<file path="src/thread_fetch_round_robin_picker_assert.svh">
// ----------------------------------------------------------------------------
// Assertion macros for the thread fetch round-robin picker
// Concurrent assertion wrappers; they expand to nothing in synthesis.
// ----------------------------------------------------------------------------
`ifndef THREAD_FETCH_ROUND_ROBIN_PICKER_ASSERT_SVH
`define THREAD_FETCH_ROUND_ROBIN_PICKER_ASSERT_SVH

`ifndef SYNTHESIS

`define TFRR_ASSERT_ALWAYS(label, clk, rst_n, expr) \
	label: assert property (@(posedge clk) disable iff (!rst_n) (expr)) \
		else $error("tfrr assertion failed");

`define TFRR_ASSERT_IMPL(label, clk, rst_n, ante, cons) \
	label: assert property (@(posedge clk) disable iff (!rst_n) (ante) |-> (cons)) \
		else $error("tfrr assertion failed");

`define TFRR_ASSERT_NEXT(label, clk, rst_n, ante, cons) \
	label: assert property (@(posedge clk) disable iff (!rst_n) (ante) |=> (cons)) \
		else $error("tfrr assertion failed");

`else

`define TFRR_ASSERT_ALWAYS(label, clk, rst_n, expr)
`define TFRR_ASSERT_IMPL(label, clk, rst_n, ante, cons)
`define TFRR_ASSERT_NEXT(label, clk, rst_n, ante, cons)

`endif

`endif

</file>
<file path="src/tfrr_ram.sv">
// ----------------------------------------------------------------------------
// Thread fetch picker RAM
// Simple dual-port synchronous RAM with registered read data.
// ----------------------------------------------------------------------------
module tfrr_ram #(
	parameter int DEPTH = 64,
	parameter int WIDTH = 48
) (
	input logic clk,
	input logic we,
	input logic [$clog2(DEPTH)-1:0] waddr,
	input logic [WIDTH-1:0] wdata,
	input logic re,
	input logic [$clog2(DEPTH)-1:0] raddr,
	output logic [WIDTH-1:0] rdata
);

	logic [WIDTH-1:0] mem_q [DEPTH];

	always_ff @(posedge clk) begin
		if (we) begin
			mem_q[waddr] <= wdata;
		end
		if (re) begin
			rdata <= mem_q[raddr];
		end
	end

endmodule

</file>
<file path="config.mk">
export PLATFORM = sky130hd
export DESIGN_NAME = tfrr_ram
export DESIGN_NICKNAME = d
export VERILOG_FILES = /design/src/thread_fetch_round_robin_picker_assert.svh /design/src/tfrr_ram.sv
export SDC_FILE = /design/constraint.sdc
export NUM_CORES = 2
export LEC_CHECK = 0
export BUFFER_PORTS_ARGS = -buffer_cell sky130_fd_sc_hd__buf_2
export CORE_ASPECT_RATIO = 1.4
export CORE_MARGIN = 2
export CORE_UTILIZATION = 40
export DETAILED_ROUTE_END_ITERATION = 6
export GPL_TIMING_DRIVEN = 0
export HOLD_SLACK_MARGIN = 0.15
export PLACE_DENSITY_LB_ADDON = 0.12
export SLEW_MARGIN = 40
export SYNTH_ARGS = -nofsm -noshare
export SYNTH_HDL_FRONTEND = slang
export SYNTH_SLANG_ARGS = --single-unit
</file>
<file path="constraint.sdc">
create_clock -name clk -period 4.5 [get_ports clk]
set_input_delay 0 -clock clk [delete_from_list [all_inputs] [get_ports clk]]
set_output_delay 0 -clock clk [all_outputs]
set_load 0.03 [all_outputs]
</file>
; ---- Word level (Yosys, flattened, before mapping)
; Memory sizes are Yosys's and may differ from the RTL's. A register that Yosys moved wholly into a read port is not among the register bits.
; Cells that the tools add are included.
[word_totals]
word_cells = 3
in_bits = 63
out_inout_bits = 48
regBits = 0
ramBits = 3072
memories = 1
[memory_table]
columns = name, words, width, read_ports, rd_ports_with_merged_regs, write_ports, line_no
row1 = mem_q, 64, 48, 1, 1, 1, tfrr_ram.sv:18  ; logic [WIDTH-1:0] mem_q [DEPTH];
[classes]
muxes = 2
[ops]
columns = cell, count
row1 = $mux W1, 2

; ---- Depth between registers and ports, before layout
[depth]
ltp_word = 2
mapped_depth = 9
depth_no_buf = 5

; ---- Worst setup path after synthesis
; No wires, ideal clock.
[synth_path]
kind = input port to flip-flop
start = input port waddr[3]
end = memory mem_q[48][0] (enable)
path_stages = 4
n_path_buf = 1
slack_ps = 215
arrival_time_ps = 3772
setup_time_ps = 513
required_ps = 3987
path_cell_list = clkbuf_1 -> nor2b_1 -> nand4b_1 -> nor3_1
[synth_lines]
columns = item, line_no
row1 = start: declaration, tfrr_ram.sv:11  ; input logic [$clog2(DEPTH)-1:0] waddr,
row2 = end: declaration, tfrr_ram.sv:18
; Straight into the memory's write port.

==> summary.md <==
| Metric | Value |
|---|---|
| Status | `finished clean` |
| Slew HR | `around 37%` |
| Final period util | `approximately 74%` |
| Core Util, Final | `between 40% and 50%` |
| Post-synth top flop | `edfxtp_1` |
| Antenna violations before repair | `20` |
| Final Skew | `roughly 0.043 ns` |
| Layout cell share with drive strength beyond 1 | `approximately a third` |
| Async set-reset flop share out of synthesis | `0%` |
| Yosys warns | `0` |
| GRT overflow | `0` |
| Synth top area share | `between 70% and 80%` |
| Inserted Clock Buffers | `307` |
| Most frequent cell after synthesis | `edfxtp_1` |
| FF+latch count, synth | `3120` |
| Worst-margin pin slew | `about 0.94 ns` |
| RSZ-0062 raised after global routing | `false` |
| Final Max Slew Viols | `0` |
| Post-DRT Antenna Nets | `0` |
| Worst hold slack | `between 0.2 and 0.25 ns` |
| Cells after synthesis | `just under 5000` |
| Initial Util | `40.20%` |
| Synthesized cell area | `117600 um2` |
| Clock buffer depth | `4` |
| Worst-Skew Late Latency | `about 0.88 ns` |
| CP Launch Type | `primary input` |
| Vias/cell | `approximately 6` |
| Syn Area/Cell | `23.66 um2` |
| Synth area leaders | `edfxtp_1 (80%), mux4_2 (14%), o22ai_1 (0.65%)` |
| Die height | `645.6 um` |
| R2R setup slack | `~1.9 ns` |
| IO Pins | `~110` |
| DRC Markers | `0` |
| Leak | `between 0.04 and 0.05 uW` |
| Initial DRC Count | `slightly below 7000` |
| Worst-path fanout max | `10` |
| Final design area excluding fillers | `~140000 um2` |
| Layout area overhead | `19.41%` |
| Fill count | `23630` |
| Core Area | `between 200000 and 300000 um2` |
| VDD IR max | `approximately 0.28 mV` |
| Root buf cell | `clkbuf_16` |
| Number of synthesized flops with an enable pin | `around 3100` |
| Fin. Hold Viols | `0` |
| Post-synth top area cell | `edfxtp_1` |
| Crit-path max cell delay | `between 0.8 and 0.9 ns` |
| Pwr Total | `between 60000 and 70000 uW` |
| Synth cell types | `35` |
| DP Worst Slack | `0.2121 ns` |
| Die X | `between 400 and 500 um` |
| Setup bufs post-CTS | `0` |
| Worst path required time | `about 5.0 ns` |
| H-tree depth | `5` |
| Endpoint type of the worst setup path | `flop` |
| Pwr dens | `between 400 and 500 nW/um2` |
| Min Tclk post-route | `roughly 3.3 ns` |
| Final nets | `5827` |
| CTS sink cnt | `roughly 3100` |
| Die area | `approximately 300000 um2` |
| Seq/Total Area, Yosys | `79.67%` |
| Post-synth top cells | `edfxtp_1 (3120), mux4_2 (754), nor2_1 (132), o22ai_1 (122)` |
| Global-route wire length before repair | `approximately 510000 um` |
| Number of global-route vias before repair | `between 50000 and 60000` |
| Crit-path slowest cell | `a221oi_1` |
| Final wirelength | `373900 um` |
| Syn nets | `slightly above 5000` |
| CTS tree | `done` |
| Post-DP Area | `about 130000 um2` |
| Worst-path clk slew | `roughly 0.07 ns` |
| Post-cts resize count | `0` |
| Final weighted congestion in routability-driven placement | `roughly 0.80` |
| Initial DRT Pass Iterations | `5` |
| Final setup violation count | `0` |
| Vias | `between 50000 and 60000` |
| Routed wire length per instance | `about 38 um` |
| Max-Cap Viols | `0` |
| Post-DP HPWL | `about 260000 um` |
| GR Util All Layers | `25.06%` |
| Final WS setup | `1.156 ns` |
| Worst path most repeated cell | `buf_4` |
| Largest net degree at the start of global routing | `65` |
| Row cnt | `about 240` |
| Max Clk Rate | `about 0.30 GHz` |
| Crit path buf inv count | `5` |
| Worst path arrival time | `slightly below 4 ns` |
| Critical-path cell list | `buf_2, buf_4, buf_4, buf_4, buf_2, mux2i_1, a21oi_1, a21oi_1, a221oi_1` |
| Number of port buffers | `just over 100` |
| Crit Path Category | `primary input to flop` |
| Hold WC Path Type | `primary input to flop` |
| Top Family by Delay on Critical Path | `buffers and inverters` |
| Hold buffers post-CTS | `60` |
-- registers in the layout, indices dropped and copies added, names as in the netlist --
| name | count |
|---|---|
| mem_q | 3072 |
| rdata | 48 |
-- placed cells by master (no fill, tap or decap), drive strengths merged, types with 32 or more instances in the layout --
cell         instances
dlygate4sd3         62
nand2               55
a21oi               74
mux2i               63
mux4               754
clkbuf             491
a22oi               72
nor2               132
a221oi              83
buf                605
a211oi              32
clkinv             113
a22o                57
o22ai              122
edfxtp            3120
-- stage by stage --
step,setup TNS (ns),std cells
floorplan,0,4970
finish,0,9911
global placement,-7204.91,8982
detailed placement,0,9298
CTS,0,9896
global route,0,9906
-- per-layer routing --
metal,part of all wire (%),GRT usage [%],vias to the layer above,wire length (um)
met5,0.022,0,-,81
met3,5.4,3.257,521,20310
met2,52,44.01,2214,194900
met4,4.3,9.431,12,16230
li1,-,-,23180,-
met1,38,31.57,32220,142400
-- power breakdown --
| group | switching [uW] | internal [uW] | total (uW) |
|---|---|---|---|
| clock network | 11000 | 14100 | 25000 |
| registers | 50.8 | 32200 | 32300 |
| logic | 2390 | 1130 | 3520 |
-- logic make-up (layout without fill, tap and decap cells) --
family | Yosys count | in the layout | synth area share [%]
muxes | 829 | 829 | 15.09
DFF | 3120 | 3120 | 79.67
and+or+nand+nor | 253 | 253 | 0.9533
buffers and inverters | 282 | 1305 | 1.274
AOI/OAI and AO/OA | 486 | 486 | 3.012
other | 0 | 8 | 0
-- worst register-to-register path, stage by stage, from the launching register on --
cell and delay (ns):
edfxtp_1 0.36, mux4_2 0.49, o221ai_1 0.30, a21oi_1 0.22, a21oi_1 0.71, a221oi_2 0.20
-- area by class of cell --
cell class	count	area, um2	share of cell area [%]
Multi-Input combinational cell	1568	23010	16.39
Antenna cell	8	20.02	0.01426
Sequential cell	3120	93690	66.72
Tap cell	3910	4892	3.484
Timing Repair Buffer	485	7780	5.540
Buffer	282	1573	1.120
Clock buffer	391	8210	5.847
Clock inverter	147	1246	0.8874
-- worst paths after layout --
path / startpoint / end / depth (start not counted)
setup / recovery: raddr[1] / rdata[40] / 9
hold / removal: re / rdata[3] / 3
setup reg to reg: mem_q[32][46] / rdata[46] / 5
hold reg to reg: mem_q[57][19] / rdata[19] / 5
No activity file was read; power rests on OpenSTA's default activity.
