$ cat src/thread_fetch_round_robin_picker_assert.svh
// ----------------------------------------------------------------------------
// Assertion macros for the thread fetch round-robin picker
// Concurrent assertion wrappers; they expand to nothing in synthesis.
// ----------------------------------------------------------------------------
`ifndef THREAD_FETCH_ROUND_ROBIN_PICKER_ASSERT_SVH
`define THREAD_FETCH_ROUND_ROBIN_PICKER_ASSERT_SVH

`ifndef SYNTHESIS

`define TFRR_ASSERT_ALWAYS(label, clk, rst_n, expr) \
	label: assert property (@(posedge clk) disable iff (!rst_n) (expr)) \
		else $error("tfrr assertion failed");

`define TFRR_ASSERT_IMPL(label, clk, rst_n, ante, cons) \
	label: assert property (@(posedge clk) disable iff (!rst_n) (ante) |-> (cons)) \
		else $error("tfrr assertion failed");

`define TFRR_ASSERT_NEXT(label, clk, rst_n, ante, cons) \
	label: assert property (@(posedge clk) disable iff (!rst_n) (ante) |=> (cons)) \
		else $error("tfrr assertion failed");

`else

`define TFRR_ASSERT_ALWAYS(label, clk, rst_n, expr)
`define TFRR_ASSERT_IMPL(label, clk, rst_n, ante, cons)
`define TFRR_ASSERT_NEXT(label, clk, rst_n, ante, cons)

`endif

`endif

$ cat src/tfrr_pkg.sv
// ----------------------------------------------------------------------------
// Thread fetch picker package
// Shared types and constants for the round-robin fetch picker.
// ----------------------------------------------------------------------------
package tfrr_pkg;

	localparam int KIND_BITS = 4;
	localparam int THREAD_BITS = 6;
	localparam int TOTAL_BITS = 7;
	localparam int CFG_INDEX_BITS = 3;
	localparam int CFG_DATA_BITS = 7;
	localparam int COUNT_CFG_BITS = 7;
	localparam int LIVE_CFG_BITS = 6;

	localparam logic [CFG_INDEX_BITS-1:0] REG_THREAD_COUNT = 3'd0;
	localparam logic [CFG_INDEX_BITS-1:0] REG_FIRST_LIVE = 3'd1;
	localparam logic [CFG_INDEX_BITS-1:0] REG_SKIP_MISS = 3'd2;
	localparam logic [CFG_INDEX_BITS-1:0] REG_GPU_MODE = 3'd3;
	localparam logic [CFG_INDEX_BITS-1:0] REG_STALL_BRANCH = 3'd4;
	localparam logic [CFG_INDEX_BITS-1:0] REG_STALL_LOAD = 3'd5;

	localparam logic [COUNT_CFG_BITS-1:0] THREAD_COUNT_RESET = 7'd64;

	typedef enum logic [KIND_BITS-1:0] {
		K_PICK = 4'd0,
		K_MISS = 4'd1,
		K_FILL = 4'd2,
		K_BR_WAIT = 4'd3,
		K_BR_READY = 4'd4,
		K_LOAD_WAIT = 4'd5,
		K_LOAD_READY = 4'd6,
		K_END = 4'd7,
		K_BLOCK = 4'd8,
		K_UNBLOCK = 4'd9
	} kind_t;

	typedef enum logic [2:0] {
		S_IDLE,
		S_MOD,
		S_PICK,
		S_FILL,
		S_LOAD,
		S_DONE
	} state_t;

	typedef struct packed {
		logic [COUNT_CFG_BITS-1:0] thread_count;
		logic [LIVE_CFG_BITS-1:0] first_live;
		logic skip_miss;
		logic gpu_mode;
		logic stall_branch;
		logic stall_load;
	} cfg_t;

	typedef struct packed {
		logic set_miss;
		logic clr_miss;
		logic set_br;
		logic clr_br;
		logic set_done;
		logic set_blk;
		logic clr_blk;
		logic set_load;
		logic clr_load;
	} flag_op_t;

endpackage

$ cat src/tfrr_flags.sv
// ----------------------------------------------------------------------------
// Thread fetch picker flags
// Per-thread status flags and the fetch eligibility vector derived from them.
// ----------------------------------------------------------------------------
module tfrr_flags #(
	parameter int MAX_THREADS = 64
) (
	input logic clk,
	input logic arst_n,
	input tfrr_pkg::cfg_t cfg_q,
	input logic [((($clog2(MAX_THREADS) + 1) > 7) ? ($clog2(MAX_THREADS) + 1) : 7)-1:0]
		n_slots,
	input tfrr_pkg::flag_op_t op,
	input logic [$clog2(MAX_THREADS)-1:0] idx,
	output logic [MAX_THREADS-1:0] eligible,
	output logic [MAX_THREADS-1:0] miss_pending,
	output logic [MAX_THREADS-1:0] load_nz,
	output logic any_live
);

	localparam int IW = $clog2(MAX_THREADS);
	localparam int CW = ((IW + 1) > 7) ? (IW + 1) : 7;

	logic [MAX_THREADS-1:0] miss_q;
	logic [MAX_THREADS-1:0] br_q;
	logic [MAX_THREADS-1:0] done_q;
	logic [MAX_THREADS-1:0] blk_q;
	logic [MAX_THREADS-1:0] lnz_q;
	logic [CW-1:0] lo_ext;

	always_ff @(posedge clk or negedge arst_n) begin
		if (!arst_n) begin
			miss_q <= '0;
			br_q <= '0;
			done_q <= '0;
			blk_q <= '0;
			lnz_q <= '0;
		end else begin
			if (op.set_miss) begin
				miss_q[idx] <= 1'b1;
			end
			if (op.clr_miss) begin
				miss_q[idx] <= 1'b0;
			end
			if (op.set_br) begin
				br_q[idx] <= 1'b1;
			end
			if (op.clr_br) begin
				br_q[idx] <= 1'b0;
			end
			if (op.set_done) begin
				done_q[idx] <= 1'b1;
			end
			if (op.set_blk) begin
				blk_q[idx] <= 1'b1;
			end
			if (op.clr_blk) begin
				blk_q[idx] <= 1'b0;
			end
			if (op.set_load) begin
				lnz_q[idx] <= 1'b1;
			end
			if (op.clr_load) begin
				lnz_q[idx] <= 1'b0;
			end
		end
	end

	always_comb begin
		lo_ext = CW'(cfg_q.first_live);
		any_live = 1'b0;
		for (int i = 0; i < MAX_THREADS; i++) begin
			eligible[i] = !done_q[i] && !blk_q[i]
				&& !(cfg_q.skip_miss && miss_q[i])
				&& !(cfg_q.gpu_mode && ((cfg_q.stall_branch && br_q[i])
					|| (cfg_q.stall_load && lnz_q[i])));
			if ((CW'(i) >= lo_ext) && (CW'(i) < n_slots) && !done_q[i]) begin
				any_live = 1'b1;
			end
		end
	end

	assign miss_pending = miss_q;
	assign load_nz = lnz_q;

endmodule

$ cat config.mk
export PLATFORM = sky130hd
export DESIGN_NAME = tfrr_flags
export DESIGN_NICKNAME = d
export VERILOG_FILES = /design/src/thread_fetch_round_robin_picker_assert.svh /design/src/tfrr_pkg.sv /design/src/tfrr_flags.sv
export SDC_FILE = /design/constraint.sdc
export NUM_CORES = 1
export LEC_CHECK = 0
export BUFFER_PORTS_ARGS = -buffer_cell sky130_fd_sc_hd__buf_2
export CAP_MARGIN = 0
export CORE_MARGIN = 1
export CORE_UTILIZATION = 40
export CTS_BUF_LIST = sky130_fd_sc_hd__clkbuf_4
export DETAILED_ROUTE_END_ITERATION = 12
export PLACE_DENSITY = 0.7
export SYNTH_ARGS = -nofsm -noshare
export SYNTH_HDL_FRONTEND = slang
export SYNTH_SLANG_ARGS = --single-unit
$ cat constraint.sdc
create_clock -name clk -period 4.77 [get_ports clk]
set_input_delay 0.477 -clock clk [delete_from_list [all_inputs] [get_ports clk]]
set_output_delay 0.477 -clock clk [all_outputs]
set_load 0.05 [all_outputs]
Word level (Yosys, flattened, before mapping)
Index checks and enable logic that the tools add are counted.

Flip-flop bits (word level): 320. Bits in latches: 0. Bits in writable memories: 0. ROM bits: 0. Input port bits: 41. Output and inout port bits: 193. Word-level logic and storage cells: 1114. Memories: 0.

Add/sub/neg operators: 0. Multiply operators: 0. Div/mod/pow operators: 0. Order comparisons: 129. Equality and inequality tests: 0. Shift operators: 0. Mux-type cells: 74. Bitwise gates (word level): 10. Reductions and logical operators: 896.

Operators with widths (number): $logic_and 1x1->1 (576); $mux 64 (8); $or 64x64->64 (5); $and 64x64->64 (4); $logic_not 1->1 (256); $lt 6x7->1 const A (32); $ge 6x6->1 const A (31); $lt 5x7->1 const A (16); $ge 5x6->1 const A (16); $mux 1 (65); $logic_or 1x1->1 (64); $not 64->64 (1); $lt 4x7->1 const A (8); $ge 4x6->1 const A (8); $lt 3x7->1 const A (4); $ge 3x6->1 const A (4); $lt 1x7->1 const A (2); $lt 2x7->1 const A (2); $ge 1x6->1 const A (2); $ge 2x6->1 const A (2); $lt 6x7->1 const B (1); $demux 1 s6 (1); $ge 6x1->1 const B (1).

Longest topological paths before layout
Depth after elaboration: 67. Mapped depth: 9. Mapped depth without buffers: 7.

Least setup slack after synthesis
OpenSTA, ideal clock, no wires.

Kind: input -> output. Start: input n_slots[4] (netlist bit). End: output any_live. Arrival time: 2840 ps. Data required time: 4293 ps. Path slack: 1453 ps. Stages: 8. Buffers on the path: 1. Cells stage by stage: buf_2 -> nor4b_4 -> a2bb2oi_1 -> a2111oi_2 -> o32ai_1 -> a2111oi_2 -> nand4_1 -> or4_1.

Longest elaborated chain between the ends: 67. Elaborated cells between the ends (all ways): 255. Classes of those cells: order compare: 64; mux: 64; reduce/logical: 127.

Ends and longest elaborated chain: start, declared (RTL line tfrr_flags.sv:12) `n_slots,`; $lt 1x7->1 (RTL line tfrr_flags.sv:77) `if ((CW'(i) >= lo_ext) && (CW'(i) < n_slots) && !done_q[i]) begin`; $logic_and 1x1->1 (2 in series) (RTL line tfrr_flags.sv:77); $mux 1 (63 in series) (RTL line tfrr_flags.sv:77); $mux 1 (*) (RTL line tfrr_flags.sv:77); end, declared (RTL line tfrr_flags.sv:18) `output logic any_live`.

Every way passes the cells marked *; elsewhere a longest branch is shown, timed or not.

Final worst setup path
Ends and elaborated chain as after synthesis.

==> flow_summary.json <==
{
  "status": "completed",
  "layout_common_cells": "a21oi_1, dfrtp_1, buf_2",
  "crit_fanout": 20,
  "rr_endpoint": "miss_pending[36]$_DFF_PN0_",
  "p_seq_share_pct": 39.9,
  "cap_violations": 0,
  "worstHoldStart": "op[0]",
  "rows": 70,
  "yosysTopAreaCellShare_pct": 53.9,
  "wirelength_um": 55700,
  "placed_area_mm2": 0.0163,
  "p_sw_share_pct": 41.7,
  "synthCells": 1535,
  "ff2ff_path_depth": 2,
  "clock_skew_ns": 0,
  "synthesis.area_mm2": 0.0148,
  "multiInputGateArea_mm2": 0.00630,
  "power_density_mw_per_mm2": 533,
  "criticalPathCategory": "input pin to output pin",
  "p_sw_mw": 3.87,
  "io_buffers": 226,
  "boundaryPins": 234,
  "worst_pin_slew_ns": 1.28,
  "clockBufferDepth": 3,
  "synthArstFlopShare_pct": 100,
  "drc": 0,
  "min_period_ns": 3.91,
  "drt_iter0_markers": 1292,
  "final_nets": 1785,
  "r2r_start": "miss_pending[36]$_DFF_PN0_",
  "ir_drop_mv": 0.275,
  "relSlewSlack_pct": 14.5,
  "die_x_um": 195,
  "cts_buffers": 88,
  "endpoint_kind": "output pin",
  "grt_max_degree": 116,
  "hold_depth": 2,
  "grt_pass1_vias": 13800,
  "post_cts_buffers": 0,
  "final_antenna_net_count": 0,
  "seq_area_mm2": 0.00801,
  "p_leak_nw": 8.52,
  "power_mw": 9.27,
  "grt_pass1_wl_um": 84800,
  "setup_viol": 0,
  "startpoint_type": "input pin",
  "fillerInstances": 3512,
  "overflow": 0,
  "hold_buffers": 1,
  "whs_endpoint": "load_nz[36]$_DFF_PN0_",
  "antenna_found_initial": 10,
  "synth_seq_cells": 320,
  "viasPerCell": 6.19,
  "insertion_delay_ns": 0.74,
  "synth_flop_cell": "dfrtp_1",
  "seq_area_frac_synth_pct": 53.9,
  "root_buffer": "clkbuf_4",
  "netlist_top_cells_area": "dfrtp_1, a21oi_1, a211o_1",
  "worstHoldPathType": "input pin to flop",
  "drive_gt1_share_pct": 22.0,
  "grt_usage_pct": 29.4,
  "core-area_mm2": 0.0365,
  "die_h_um": 195,
  "tritoncts": "done",
  "worstPathRequired_ns": 4.29,
  "period_share_pct": 82.0,
  "hpwl_um": 34700,
  "slew_viol_final": 0,
  "rsz0062_at_grt": "false",
  "ctsHtreeMaxLevel": 3,
  "finalWeightedCongestion": 0.976,
  "cp_data_arrival_time_ns": 3.43,
  "layout_commonest_cell": "a21oi_1",
  "cts.sinks": 320,
  "cts_resized": 0,
  "syn_area_per_cell_um2": 9.67,
  "comb_power_share_pct": 33.4,
  "worst_setup_hold_path_clk_slew_ns": 0.06,
  "syn2layout_area_growth_pct": 17.2,
  "yosys_warnings": 0,
  "synth-edff-count": 0,
  "dr.pass1.iters": 5,
  "final_area_mm2": 0.0174,
  "synth_largest_area_cell": "dfrtp_1",
  "ys_types": 62,
  "p_int_mw": 5.41,
  "ff2ff_setup_slack_ns": 3.99,
  "wl_per_cell_um": 24.5,
  "fmax_mhz": 256,
  "die-area_mm2": 0.0379,
  "syn-num-nets": 1576,
  "start_util_pct": 40.6,
  "finalSetupTns_ns": 0,
  "via_count": 14100,
  "hold_viol": 0,
  "pwr-share-clk_pct": 26.7
}
-- synthesized netlist by cell type, types with 4 or more instances --
master,n
buf_1,16
a2111oi_0,8
a211oi_1,11
a211o_1,68
or4_1,7
a31oi_1,4
inv_1,4
o21ai_0,27
o32ai_1,5
or3_1,6
o22ai_1,6
nand3_1,5
and2_1,4
nor2_1,90
a22o_1,66
o21a_1,8
nand4_1,5
a21o_1,67
clkbuf_1,113
nor2b_1,4
nand3b_1,6
nand2_1,18
dfrtp_1,320
nor3_1,8
a21oi_1,597
nor4_1,7
-- metrics by stage --
step | hold slack, ns | instances | setup slack (ns) | util (%)
floorplan | 0.181 | 1535 | 1.45 | -
global placement | 0.487 | 2121 | 0.834 | 44.6
detailed placement | 0.491 | 2121 | 0.879 | 44.6
CTS | 0.290 | 2266 | 0.782 | 47.6
global route | 0.344 | 2271 | 0.610 | 47.6
finish | 0.365 | 2274 | 0.861 | 47.6
-- critical path: stages --
cell and delay, ns:
buf_2 0.23, or2_2 0.41, a21oi_2 0.30, nor4_1 0.15
or4_1 0.51, a2111oi_2 0.33, nand4_1 0.14, or4_1 0.63
buf_2 0.25
-- power by group through the flow --
| stage | sequential (mW) | clock [mW] | combinational, mW |
|---|---|---|---|
| 3_5_place_dp | 3.74 | 0 | 3.09 |
| 2_1_floorplan | 4.34 | 0 | 1.57 |
| 6_report | 3.70 | 2.48 | 3.09 |
| 5_1_grt | 3.77 | 2.68 | 3.29 |
| 3_3_place_gp | 3.71 | 0 | 3.05 |
| 4_1_cts | 3.70 | 2.53 | 3.10 |
-- layout make-up --
cell class | instances | area share [%]
flip-flops and latches | 320 | 46.0
multi-input cells | 1076 | 36.2
repair buffers | 254 | 7.97
clock buffers | 123 | 5.31
well taps | 468 | 3.37
clock inverters | 21 | 0.921
diodes | 8 | 0.115
inverters | 4 | 0.0863
-- registers in the layout, indices dropped and copies added, names as in the netlist --
name,cells
done_q,64
br_q,64
blk_q,64
miss_pending,64
load_nz,64
-- worst max-delay path by stage --
stage / start / endpoint
after CTS: done_q[29]$_DFFE_PN0P_ / any_live
after detailed placement: n_slots[4] / any_live
after global placement: n_slots[4] / any_live
after floorplan: n_slots[4] / any_live
after global routing: done_q[32]$_DFFE_PN0P_ / any_live
final: n_slots[4] / any_live
-- cell families (layout without fill, tap and decap cells) --
group | count (synthesis) | count (layout) | share of synthesized area, %
compound gates | 897 | 897 | 36.4
flops | 320 | 320 | 53.9
simple gates | 178 | 178 | 6.01
buf+inv | 139 | 402 | 3.62
fa+ha+maj | 1 | 1 | 0.0674
other cells | 0 | 8 | 0
-- routing by layer --
layer  up-vias  global-route usage [%]  share of wire, %
met3        96                    5.87               7.5
met4         2                    11.0               2.5
li1       6281                       -                 -
met1      7045                    39.2                42
met5         -                       0             0.023
met2       657                    47.4                48
Power figures use the tool's default switching activity.
